===== config.mk =====
export PLATFORM = sky130hd
export DESIGN_NAME = dbmt_cell
export DESIGN_NICKNAME = d
export VERILOG_FILES = /design/src/sv/dbmt_pkg.sv /design/src/sv/dbmt_cell.sv
export SDC_FILE = /design/constraint.sdc
export NUM_CORES = 1
export LEC_CHECK = 0
export ABC_AREA = 0
export BUFFER_PORTS_ARGS = -buffer_cell sky130_fd_sc_hd__buf_2
export CAP_MARGIN = 25
export CORE_MARGIN = 8
export CORE_UTILIZATION = 43
export CTS_BUF_LIST = sky130_fd_sc_hd__clkbuf_8
export DETAILED_ROUTE_END_ITERATION = 6
export PLACE_DENSITY_LB_ADDON = 0.1
export SYNTH_ARGS = -nofsm -noshare
export SYNTH_HDL_FRONTEND = slang
export SYNTH_SLANG_ARGS = --single-unit
export TNS_END_PERCENT = 30

===== constraint.sdc =====
create_clock -name clk -period 2.55 [get_ports clk]
set_input_delay 0.3825 -clock clk [delete_from_list [all_inputs] [get_ports clk]]
set_output_delay 0.3825 -clock clk [all_outputs]
set_load 0.01 [all_outputs]

===== src/sv/dbmt_pkg.sv =====
// ----------------------------------------------------------------------------
// Data block map table package
// Shared types, widths and codes for the block map table.
// ----------------------------------------------------------------------------
package dbmt_pkg;

    localparam int TABLE_DEPTH_DEF = 256;

    localparam int SERIAL_W = 16;
    localparam int INDEX_W  = 16;
    localparam int BLOCK_W  = 10;
    localparam int COUNT_W  = 9;
    localparam int STATUS_W = 2;

    typedef enum logic [1:0] {
        KIND_FIND   = 2'd0,
        KIND_INSERT = 2'd1,
        KIND_REMOVE = 2'd2,
        KIND_REMAP  = 2'd3
    } kind_t;

    localparam logic [STATUS_W-1:0] ST_OK        = 2'd0;
    localparam logic [STATUS_W-1:0] ST_NOT_FOUND = 2'd1;
    localparam logic [STATUS_W-1:0] ST_FULL      = 2'd2;

    typedef struct packed {
        logic [SERIAL_W-1:0] serial;
        logic [INDEX_W-1:0]  index;
        logic [BLOCK_W-1:0]  block;
    } entry_t;

endpackage


===== src/sv/dbmt_cell.sv =====
// ----------------------------------------------------------------------------
// Data block map table cell
// One storage cell that loads from either of two neighbors or holds.
// ----------------------------------------------------------------------------
module dbmt_cell #(
    parameter int W = $bits(dbmt_pkg::entry_t)
) (
    input  logic         clk,
    input  logic         ld_a,
    input  logic         ld_b,
    input  logic [W-1:0] a,
    input  logic [W-1:0] b,
    output logic [W-1:0] q
);

    logic [W-1:0] q_reg;

    always_ff @(posedge clk)
    begin
        if (ld_b)
        begin
            q_reg <= b;
        end
        else if (ld_a)
        begin
            q_reg <= a;
        end
    end

    assign q = q_reg;

endmodule


==> key figures <==
Yosys
  • Cell taking the most area after synthesis: edfxtp_1
  • Synth top area cells: edfxtp_1 64%, mux2_4 30%, buf_12 4.0%
  • Most common library cells after synthesis: 42 x edfxtp_1, 39 x mux2_4, 4 x buf_12, 3 x mux2_2
  • Asr flop ratio synth: 0%
  • EDFF count, synth: 42
  • Most frequent cell after synthesis: edfxtp_1
  • YS warnings: 0
  • Seq cells post-synth: 42
  • Count of different cell masters after synthesis: 6
  • Top_reg_cell synth: edfxtp_1
  • Post-synthesis sequential area ratio: 63.76%
  • Syn nets: 177
  • Syn Area/Cell: 21.98 µm²
  • Syn Inst Count: 90
  • Area share of the largest cell type after synthesis: 63.76%
  • Synth Cell Area: 1978 µm²

Placement
  • GP Congestion: 0.7681
  • Placed Cells: 267
  • Post-place instance area: 2633 µm²
  • IO Port Bufs: 128

Worst hold path
  • Worst hold path depth: 2
  • Hold WC Path Type: in -> reg
  • Hold Startpoint: a[19]

Route
  • Vias after detailed routing: 1299
  • Avg WL per Cell: 17.71 µm
  • WL final: 4.870 mm
  • # DRC: 0
  • First-pass detailed-route iteration total: 4
  • 1st-iter DRT viols: 79
  • Vias per std cell: 4.724
  • Final ANT Viol Nets: 0

Global route
  • Global-route wire length before repair: 7.238 mm
  • Gr usage total: 13.04%
  • Largest net degree at the start of global routing: 43
  • Grt total ovfl: 0
  • Vias in the first global route: 1500
  • Initial antenna violation count: 0

Worst setup path
  • CP endpoint: q[31]
  • Worst path required time: 2600 ps
  • CP bufs+invs: 2
  • CP Max Fanout: 23
  • Critical Path Sink Type: register
  • CP max-delay cell: or2_2
  • CP Class: in -> reg
  • CP startpoint kind: input port
  • Worst path arrival time: 1270 ps
  • CP max stage delay: 500 ps
  • Worst path top cell family by delay: simple AND/OR/NAND/NOR gates
  • Worst-path cell chain: buf_2, or2_2, buf_12
  • Critical Path Source: ld_b
  • Critical path depth in cells: 3

Die
  • Core area: 4384 µm²
  • Die Ht: 83.83 µm
  • Die span in x: 83.83 µm
  • Ports: 129
  • Die footprint: 7027 µm²
  • Rows: 24
  • Initial Utilization: 45.12%

Clock tree
  • CTS resizes: 0
  • CTS tree: yes
  • Post-CTS Hold Buffers: 0
  • Clock Sinks: 42
  • Cts bufs inserted: 5
  • Setup Buffers After CTS: 0
  • Clk root buf: clkbuf_8
  • Worst-case clock buffer depth: 2
  • Htree depth: 2
  • Clk slew on worst S/H paths: 80 ps

Final layout
  • Fin nets: 309
  • Fin cells: 275
  • Area Overhead vs Synth: 39.78%
  • Storage cell area: 1261 µm²
  • Max reg flops: 42
  • Final Util: 63.07%
  • # diodes: 0
  • Multi-input logic area: 625.6 µm²
  • Final Cell Area: 2765 µm²
  • Share of layout cells above drive strength 1: 80.72%
  • Fillers: 348

STA
  • RSZ-0062 raised after global routing: false
  • Final Hold Viols: 0
  • Worst slew pin tran: 496.5 ps
  • Period utilization: 47.90%
  • Final TNS setup: 0 ps
  • Setup Viol. Count Final: 0
  • Final min period: 1222 ps
  • Rel. slew slack: 66.90%
  • Slew Viols, Final: 0
  • Fmax: 0.8187 GHz

Power
  • Static leakage: 1.351 nW
  • Cell Pwr Density: 644.1 nW/µm²
  • VDD IR-drop max: 0.0004158 V

Flow run
  • Max-Cap Viols: 0

Outcome
  • Status: finished, final reports clean
area by class of cell:
type | count | area share, %
clock buffer | 5 | 2.489
clock inverter | 3 | 2.308
multi-input combinational | 43 | 22.62
sequential | 42 | 45.61
tap | 52 | 2.353
timing repair buffer | 130 | 24.62
cell families (layout without fill, tap and decap cells):
family,Yosys count,after routing,synth area share (%)
simple gates,1,1,0.3165
flops,42,42,63.76
mux,42,42,31.31
buf+inv,5,138,4.617
worst min path at each step:
| stage | endpoint | slack [ps] |
|---|---|---|
| global route | q[29] | 380 |
| floorplan | q[0] | 600 |
| CTS | q[11] | 380 |
| finish | q[19] | 390 |
| detailed placement | q[35] | 690 |
| global placement | q[6] | 680 |
cells in the final DEF, fill, tap and decap left out:
master     instances
edfxtp_1          42
buf_2            128
mux2_4            39
clkinv_1           1
buf_12             2
mux2_2             3
bufinv_16          2
or2_2              1
clkbuf_8           5
per-layer routing:
layer  up-vias  share of wire (%)  GRT usage (%)
li1        616                  -              -
met1       600                 37          12.96
met2        76                 51          22.67
met3         7                 11          7.227
met4         0               0.82          3.768
met5         -                  0              0
where the power goes:
part	switching [W]	internal, W
logic	0.000135	0.000176
clock network	0.000219	0.000387
registers	0.0000173	0.000847
stage by stage:
stage | hold slack [ps] | setup WS, ps | total power [W]
floorplan | 600.0 | 511.8 | 0.001048
global placement | 682.5 | 1029 | 0.001186
detailed placement | 685.6 | 1008 | 0.001198
CTS | 380.2 | 1306 | 0.001801
global route | 378.3 | 1286 | 0.001847
finish | 389.1 | 1328 | 0.001781
Note: power is estimated with default switching activity, not from simulation.
